**src/rtl/bcd_hour_clock_with_prescaler_assert.svh**
```systemverilog
// assertion macros for the hour clock
`ifndef BCD_HOUR_CLOCK_WITH_PRESCALER_ASSERT_SVH
`define BCD_HOUR_CLOCK_WITH_PRESCALER_ASSERT_SVH

// same-cycle implication
`define BHC_ASSERT_NOW(label, clk, rstn, ante, cons) \
    label: assert property (@(posedge clk) disable iff (!(rstn)) (ante) |-> (cons)) \
        else $error("hour clock check failed");

// next-cycle implication
`define BHC_ASSERT_NEXT(label, clk, rstn, ante, cons) \
    label: assert property (@(posedge clk) disable iff (!(rstn)) (ante) |=> (cons)) \
        else $error("hour clock check failed");

`endif

```
**src/rtl/bhc_pkg.sv**
```systemverilog
`timescale 1ns / 1ps

package bhc_pkg;

    localparam int PHASE_BITS = 3;

    localparam logic [5:0]  TILE_BASE        = 6'h30;
    localparam logic [4:0]  MAX_HOUR         = 5'd23;
    localparam logic [15:0] HOUR_LENGTH_RST  = 16'd300;
    localparam logic [4:0]  START_HOUR_RST   = 5'd12;
    localparam logic [13:0] CELL_ADDRESS_RST = 14'h2038;

    localparam logic [1:0] ACT_NONE  = 2'd0;
    localparam logic [1:0] ACT_DRAW  = 2'd1;
    localparam logic [1:0] ACT_BLANK = 2'd2;

    localparam int ADDR_BITS = 4;
    localparam logic [1:0] REG_HOUR_LENGTH  = 2'd0;
    localparam logic [1:0] REG_START_HOUR   = 2'd1;
    localparam logic [1:0] REG_CELL_ADDRESS = 2'd2;

    typedef struct packed {
        logic       enabled;
        logic [2:0] frame_phase;
    } in_t;

    typedef struct packed {
        logic [1:0]  action;
        logic [13:0] write_address;
        logic [5:0]  tile_tens;
        logic [5:0]  tile_ones;
        logic [1:0]  hour_tens;
        logic [3:0]  hour_ones;
    } out_t;

    typedef struct packed {
        logic [15:0] hour_length;
        logic [4:0]  start_hour;
        logic [13:0] cell_address;
    } cfg_t;

    typedef struct packed {
        logic [15:0] frames_left;
        logic [1:0]  tens_digit;
        logic [3:0]  ones_digit;
        logic        seeded;
    } clk_state_t;

    // split a saturated hour into bcd digits
    function automatic logic [5:0] hour_to_bcd(input logic [4:0] hour);
        logic [4:0] h;
        logic [1:0] tens;
        logic [4:0] ones;
        begin
            h = (hour > MAX_HOUR) ? MAX_HOUR : hour;
            if (h >= 5'd20) begin
                tens = 2'd2;
                ones = h - 5'd20;
            end else if (h >= 5'd10) begin
                tens = 2'd1;
                ones = h - 5'd10;
            end else begin
                tens = 2'd0;
                ones = h;
            end
            hour_to_bcd = {tens, ones[3:0]};
        end
    endfunction

endpackage

```
**src/rtl/bhc_cfg.sv**
```systemverilog
`timescale 1ns / 1ps

module bhc_cfg (
    input  logic                        aclk,
    input  logic                        aresetn,
    input  logic                        psel,
    input  logic                        penable,
    input  logic                        pwrite,
    input  logic [bhc_pkg::ADDR_BITS-1:0] paddr,
    input  logic [31:0]                 pwdata,
    output logic [31:0]                 prdata,
    output logic                        pready,
    output bhc_pkg::cfg_t               cfg
);

    bhc_pkg::cfg_t cfg_reg;
    bhc_pkg::cfg_t cfg_next;
    logic          wr_en;

    assign pready = 1'b1;
    assign wr_en  = psel & penable & pwrite & pready;
    assign cfg    = cfg_reg;

    always_comb begin
        cfg_next = cfg_reg;
        if (wr_en) begin
            unique case (paddr[3:2])
                bhc_pkg::REG_HOUR_LENGTH:  cfg_next.hour_length  = pwdata[15:0];
                bhc_pkg::REG_START_HOUR:   cfg_next.start_hour   = pwdata[4:0];
                bhc_pkg::REG_CELL_ADDRESS: cfg_next.cell_address = pwdata[13:0];
                default: cfg_next = cfg_reg;
            endcase
        end
    end

    always_comb begin
        unique case (paddr[3:2])
            bhc_pkg::REG_HOUR_LENGTH:  prdata = {16'd0, cfg_reg.hour_length};
            bhc_pkg::REG_START_HOUR:   prdata = {27'd0, cfg_reg.start_hour};
            bhc_pkg::REG_CELL_ADDRESS: prdata = {18'd0, cfg_reg.cell_address};
            default: prdata = 32'd0;
        endcase
    end

    always_ff @(posedge aclk) begin
        if (!aresetn) begin
            cfg_reg.hour_length  <= bhc_pkg::HOUR_LENGTH_RST;
            cfg_reg.start_hour   <= bhc_pkg::START_HOUR_RST;
            cfg_reg.cell_address <= bhc_pkg::CELL_ADDRESS_RST;
        end else begin
            cfg_reg <= cfg_next;
        end
    end

endmodule

```
**src/rtl/bhc_step.sv**
```systemverilog
`timescale 1ns / 1ps

module bhc_step (
    input  bhc_pkg::in_t       req,
    input  bhc_pkg::cfg_t      cfg,
    input  bhc_pkg::clk_state_t cur,
    output bhc_pkg::clk_state_t nxt,
    output bhc_pkg::out_t      res
);

    logic [5:0] seed_bcd;
    logic [3:0] ones_inc;
    logic [1:0] tens_inc;
    logic [3:0] ones_adv;
    logic [1:0] tens_adv;
    logic       any_state;

    assign seed_bcd  = bhc_pkg::hour_to_bcd(cfg.start_hour);
    assign any_state = (cur.frames_left != 16'd0) || (cur.tens_digit != 2'd0)
                    || (cur.ones_digit != 4'd0) || cur.seeded;

    // bcd increment with 23 to 00 wrap
    always_comb begin
        ones_inc = cur.ones_digit + 4'd1;
        tens_inc = cur.tens_digit;
        if (ones_inc >= 4'd10) begin
            ones_inc = 4'd0;
            tens_inc = cur.tens_digit + 2'd1;
        end
        if (tens_inc == 2'd2 && ones_inc == 4'd4) begin
            tens_adv = 2'd0;
            ones_adv = 4'd0;
        end else begin
            tens_adv = tens_inc;
            ones_adv = ones_inc;
        end
    end

    always_comb begin
        nxt = cur;
        res = '0;
        if (!req.enabled) begin
            if (any_state) begin
                nxt               = '0;
                res.action        = bhc_pkg::ACT_BLANK;
                res.write_address = cfg.cell_address;
            end
        end else begin
            if (!cur.seeded) begin
                nxt.tens_digit  = seed_bcd[5:4];
                nxt.ones_digit  = seed_bcd[3:0];
                nxt.seeded      = 1'b1;
                nxt.frames_left = cfg.hour_length;
            end else if (cur.frames_left == 16'd0) begin
                nxt.tens_digit  = tens_adv;
                nxt.ones_digit  = ones_adv;
                nxt.frames_left = cfg.hour_length;
            end else begin
                nxt.frames_left = cur.frames_left - 16'd1;
            end
            if (req.frame_phase[bhc_pkg::PHASE_BITS-1:0] == '0) begin
                res.action        = bhc_pkg::ACT_DRAW;
                res.write_address = cfg.cell_address;
                res.tile_tens     = {4'd0, nxt.tens_digit} | bhc_pkg::TILE_BASE;
                res.tile_ones     = {2'd0, nxt.ones_digit} | bhc_pkg::TILE_BASE;
            end
        end
        res.hour_tens = nxt.tens_digit;
        res.hour_ones = nxt.ones_digit;
    end

endmodule

```
**src/rtl/bhc_core.sv**
```systemverilog
`timescale 1ns / 1ps

module bhc_core (
    input  logic          aclk,
    input  logic          aresetn,
    input  bhc_pkg::cfg_t cfg,
    input  logic          s_valid,
    output logic          s_ready,
    input  bhc_pkg::in_t  s_data,
    output logic          m_valid,
    input  logic          m_ready,
    output bhc_pkg::out_t m_data
);

    logic                in_valid_reg;
    logic                in_valid_next;
    bhc_pkg::in_t        in_data_reg;
    logic                out_valid_reg;
    logic                out_valid_next;
    bhc_pkg::out_t       out_data_reg;
    bhc_pkg::clk_state_t state_reg;
    bhc_pkg::clk_state_t state_next;
    bhc_pkg::out_t       step_res;
    logic                advance;

    bhc_step u_step (
        .req (in_data_reg),
        .cfg (cfg),
        .cur (state_reg),
        .nxt (state_next),
        .res (step_res)
    );

    assign advance = in_valid_reg & (~out_valid_reg | m_ready);
    assign s_ready = ~in_valid_reg | advance;
    assign m_valid = out_valid_reg;
    assign m_data  = out_data_reg;

    always_comb begin
        in_valid_next = in_valid_reg;
        if (s_valid && s_ready) begin
            in_valid_next = 1'b1;
        end else if (advance) begin
            in_valid_next = 1'b0;
        end
        out_valid_next = out_valid_reg;
        if (advance) begin
            out_valid_next = 1'b1;
        end else if (m_ready) begin
            out_valid_next = 1'b0;
        end
    end

    always_ff @(posedge aclk) begin
        if (!aresetn) begin
            in_valid_reg  <= 1'b0;
            out_valid_reg <= 1'b0;
            state_reg     <= '0;
        end else begin
            in_valid_reg  <= in_valid_next;
            out_valid_reg <= out_valid_next;
            if (advance) begin
                state_reg <= state_next;
            end
        end
    end

    always_ff @(posedge aclk) begin
        if (s_valid && s_ready) begin
            in_data_reg <= s_data;
        end
        if (advance) begin
            out_data_reg <= step_res;
        end
    end

endmodule

```
**src/rtl/bcd_hour_clock_with_prescaler.sv**
```systemverilog
`timescale 1ns / 1ps
// bcd 24-hour clock driven by frame ticks
// input channel s_*: one request per frame tick (enabled flag, frame phase)
// output channel m_*: exactly one result per request, in order: action code,
//   display address, two tile codes and the current bcd hour digits
// apb port: hour_length at 0x0, start_hour at 0x4, cell_address at 0x8;
//   write only while no request is in flight
// throughput: one request per cycle while m_ready stays high; the step
//   logic sits between the input register and the result register, and
//   the clock state updates when a request moves from one to the other
// stall: while m_ready is low the result holds; one more request is taken
//   into the input register, then s_ready drops until the result is taken
// reset (aresetn low, synchronous): both stages empty, clock state zero
//   (not seeded), registers back to 300, 12 and 0x2038
`include "bcd_hour_clock_with_prescaler_assert.svh"

module bcd_hour_clock_with_prescaler (
    input  logic                          aclk,
    input  logic                          aresetn,
    input  logic                          psel,
    input  logic                          penable,
    input  logic                          pwrite,
    input  logic [bhc_pkg::ADDR_BITS-1:0] paddr,
    input  logic [31:0]                   pwdata,
    output logic [31:0]                   prdata,
    output logic                          pready,
    input  logic                          s_valid,
    output logic                          s_ready,
    input  bhc_pkg::in_t                  s_data,
    output logic                          m_valid,
    input  logic                          m_ready,
    output bhc_pkg::out_t                 m_data
);

    bhc_pkg::cfg_t cfg;

    bhc_cfg u_cfg (
        .aclk    (aclk),
        .aresetn (aresetn),
        .psel    (psel),
        .penable (penable),
        .pwrite  (pwrite),
        .paddr   (paddr),
        .pwdata  (pwdata),
        .prdata  (prdata),
        .pready  (pready),
        .cfg     (cfg)
    );

    bhc_core u_core (
        .aclk    (aclk),
        .aresetn (aresetn),
        .cfg     (cfg),
        .s_valid (s_valid),
        .s_ready (s_ready),
        .s_data  (s_data),
        .m_valid (m_valid),
        .m_ready (m_ready),
        .m_data  (m_data)
    );

    // draw shows the reported digits as tiles
    `BHC_ASSERT_NOW(a_draw_tiles, aclk, aresetn,
        m_valid && m_data.action == bhc_pkg::ACT_DRAW,
        m_data.tile_tens == ({4'd0, m_data.hour_tens} | bhc_pkg::TILE_BASE)
        && m_data.tile_ones == ({2'd0, m_data.hour_ones} | bhc_pkg::TILE_BASE))

    // blanking leaves the clock cleared
    `BHC_ASSERT_NOW(a_blank_clears, aclk, aresetn,
        m_valid && m_data.action == bhc_pkg::ACT_BLANK,
        m_data.hour_tens == 2'd0 && m_data.hour_ones == 4'd0
        && m_data.tile_tens == 6'd0 && m_data.tile_ones == 6'd0)

    // reported hour stays a legal 24-hour bcd value
    `BHC_ASSERT_NOW(a_hour_legal, aclk, aresetn,
        m_valid,
        m_data.hour_ones <= 4'd9
        && (m_data.hour_tens < 2'd2 || m_data.hour_ones <= 4'd3))

    // a request taken while no result is held goes on to raise m_valid
    `BHC_ASSERT_NEXT(a_result_follows, aclk, aresetn,
        s_valid && s_ready && !m_valid,
        ##1 m_valid)

endmodule

```
**config.mk**
```make
export PLATFORM = sky130hd
export DESIGN_NAME = bcd_hour_clock_with_prescaler
export DESIGN_NICKNAME = d
export VERILOG_FILES = /design/src/rtl/bhc_pkg.sv /design/src/rtl/bhc_cfg.sv /design/src/rtl/bhc_step.sv /design/src/rtl/bhc_core.sv /design/src/rtl/bcd_hour_clock_with_prescaler.sv
export VERILOG_INCLUDE_DIRS = /design/src /design/src/rtl
export SDC_FILE = /design/constraint.sdc
export NUM_CORES = 1
export LEC_CHECK = 0
export BUFFER_PORTS_ARGS = -buffer_cell sky130_fd_sc_hd__buf_2
export CAP_MARGIN = 15
export CORE_MARGIN = 2
export CORE_UTILIZATION = 58
export CTS_CLUSTER_SIZE = 40
export DETAILED_ROUTE_END_ITERATION = 6
export GPL_ROUTABILITY_DRIVEN = 0
export HOLD_SLACK_MARGIN = 0.03
export PLACE_DENSITY = 0.85
export REMOVE_ABC_BUFFERS = 1
export SLEW_MARGIN = 10
export SYNTH_ARGS = -nofsm -noshare
export SYNTH_HDL_FRONTEND = slang
export SYNTH_SLANG_ARGS = --single-unit
```
**constraint.sdc**
```tcl
create_clock -name aclk -period 6.3 [get_ports aclk]
set_input_delay 0.315 -clock aclk [delete_from_list [all_inputs] [get_ports aclk]]
set_output_delay 0.315 -clock aclk [all_outputs]
set_load 0.005 [all_outputs]
```
==> impl_results.md <==
* Met2 routed WL at 5.382 mm
* Die width at 95.63 um
* CTS Hold Bufs at 0
* Fin Clk Skew at 16.73 ps
* Critical path's largest stage delay at 840 ps
* CTS buffer count at 9
* Mapped Cells at 545
* Hold depth at 1
* Critical register-to-register path endpoint: u_core.state_reg[17]
* Async SR Flop Fraction at 0
* Syn_area_per_cell at 8.935 sq um
* Initial drt markers at 236
* List of most frequent post-synthesis cells: nand2_1, dfxtp_1, edfxtp_1, mux2i_1, inv_1
* Clock sink total at 92
* Crit path time final at 3041 ps
* Dpl cells at 694
* Seq. cell area at 2162 sq um
* Top FF cell, synth: dfxtp_1
* Synth Register Bits at 92
* Routed Antenna Nets at 0
* Post-cts resize count at 0
* CTS clk-pin slew, worst paths at 90 ps
* Clock buffer depth at 2
* Setup_tns at 0 ps
* Count leader, synth: nand2_1
* Register area share after synthesis at 0.4440
* Overall Power at 1.220 mW
* Final Hold Fails at 0
* Fillers at 654
* Crit-path slowest cell: a21oi_1
* Die area at 9145 sq um
* Maximum vdd drop at 0.1411 mV
* Worst Tran Pin Value at 1069 ps
* CTS tree: done
* Run status: complete, no violations
* Layout cell share with drive strength beyond 1 at 0.1851
* CP max FO at 16
* Area of the core at 8175 sq um
* Worst Hold Class: input port to flop
* Critical path capture point type: flop
* Port buffer count at 78
* Leak at 2.156 nW
* CP Launch Type: flop
* Num ports at 116
* Final core utilization at 0.6572
* Share of the synthesized area in the top cell type at 0.2467
* Non-Filler Instances at 710
* Leading area contributor after synthesis: dfxtp_1
* Required time worst endpoint at 6570 ps
* R2r worst-path depth at 5
* Slew HR at 0.2837
* Skew-Pair Late Insertion Delay at 370 ps
* Critical Path, Cell by Cell: inv_1 -> or4_1 -> a21oi_1 -> a21oi_1 -> o22ai_1
* Final antenna diode count at 0
* Max_cap viols at 0
* Vias/cell at 5.849
* Height of the die at 95.63 um
* Critical Path AT at 3310 ps
* GRT Overall Usage at 0.2503
* Final Max Slew Viols at 0
* RSZ-0062 raised after global routing: no
* FF-to-FF setup slack at 3260 ps
* EDFF count, synth at 32
* Starting Density at 0.5957
* Crit. Startpoint: u_core.state_reg[0]
* GRT Residual Overflow at 0
* Number of flip-flops in the largest register at 35
* CTS root buffer: clkbuf_8
* Worst-case hold path end point: u_core.in_data_reg[1]
* DR WL/cell at 15.46 um
* Worst r2r src: u_core.state_reg[0]
* Final setup vio count at 0
* Largest net degree at the start of global routing at 44
* Fmax at 0.3288 GHz
* Detailed placement HPWL at 7.630 mm
* Synth area leaders: dfxtp_1, edfxtp_1, nand2_1
* Highest Signal Layer: met4
* Period utilisation layout at 0.4828
* Final WL at 10.98 mm
* DRT Pass-1 Iters at 4
* Vias in the first global route at 3903
* Standard-cell row count at 33
* Initial antenna violation count at 0
* P&R area growth vs syn at 10.33%
* Distinct cells, synth at 57
* Synth warnings at 0
* Total vias in the final route at 4153
* DR WL met3 at 789 um
* CP dominant cell by count: a21oi_1
* Cell family with most CP delay: compound AO/OA/AOI/OAI gates
* WL met1 at 4.605 mm
* Pwr/cell area at 227.1 nW/um^2
* Critical path class: flop to flop
* Multi-input gate area in the final layout at 2376 sq um
* Synth Cell Area at 4870 sq um
* # H-tree levels at 3
* Final nets at 654
* Global-route wire length before repair at 17.97 mm
* Setup repair bufs after CTS at 0
* Critical path buffers and inverters at 1
* Post-route DRC violation count at 0
* Hold Path Origin: s_data[1]
==> cell type report <==
class	instances	share of cell area
Timing Repair Buffer	80	0.07545
Inverter	26	0.01816
Clock inverter	7	0.01421
Sequential cell	92	0.4024
Multi-Input combinational cell	391	0.4422
Clock buffer	9	0.02306
Tap cell	105	0.02445
==> per-stage QoR <==
step / setup WS (ps) / hold WS [ps] / instance area [sq um]
global placement: 3404 / 445.7 / 5172
global route: 3110 / 100.9 / 5373
finish: 3259 / 115.0 / 5373
detailed placement: 3377 / 451.8 / 5172
CTS: 3308 / 98.86 / 5373
floorplan: 4037 / 376.9 / 4631
==> routing by layer <==
| layer | vias to the layer above | GRT usage |
|---|---|---|
| li1 | 1986 | - |
| met1 | 1967 | 0.3137 |
| met2 | 178 | 0.4213 |
| met3 | 22 | 0.04743 |
| met4 | 0 | 0.1060 |
| met5 | - | 0 |
==> worst max-delay path by stage <==
stage	to	slack, ps	cells past startpoint
floorplan	u_core.state_reg[10]	4040	7
global placement	u_core.state_reg[19]	3400	5
detailed placement	u_core.state_reg[19]	3380	5
CTS	u_core.state_reg[17]	3310	5
global route	u_core.state_reg[19]	3110	5
finish	u_core.state_reg[17]	3260	5
==> cells in the final DEF, fill, tap and decap left out, drive strengths merged, types with 3 or more instances in the layout <==
master	instances
clkinv	4
o22ai	12
nor4	5
conb	19
ha	7
a21boi	25
and2	5
nand2b	4
or2	6
nor2	24
a32o	3
nand4	3
o21ai	20
o211ai	5
edfxtp	32
nor3b	5
nor2b	22
inv	27
nor3	13
a21o	3
or3	8
nand2	89
clkbuf	9
buf	80
a21oi	24
o2bb2ai	3
dfxtp	60
mux2i	31
nand3	14
or4	5
a31oi	6
==> where the power goes <==
group | total [mW] | internal, mW | leakage (nW) | switching (mW)
combinational | 0.168 | 0.0633 | 1.27 | 0.105
sequential | 0.648 | 0.634 | 0.790 | 0.0135
clock | 0.404 | 0.186 | 0.101 | 0.218
==> kinds of logic after synthesis <==
family / Yosys count / share of synthesized area
DFF: 92 / 0.4440
buffers and inverters: 79 / 0.08222
xor gates and xnor gates: 4 / 0.007196
AOI/OAI and AO/OA: 120 / 0.1696
muxes: 31 / 0.06372
and+or+nand+nor: 210 / 0.2138
other: 2 / 0.001542
adders and majority gates: 7 / 0.01798
Power figures use the tool's default switching activity.
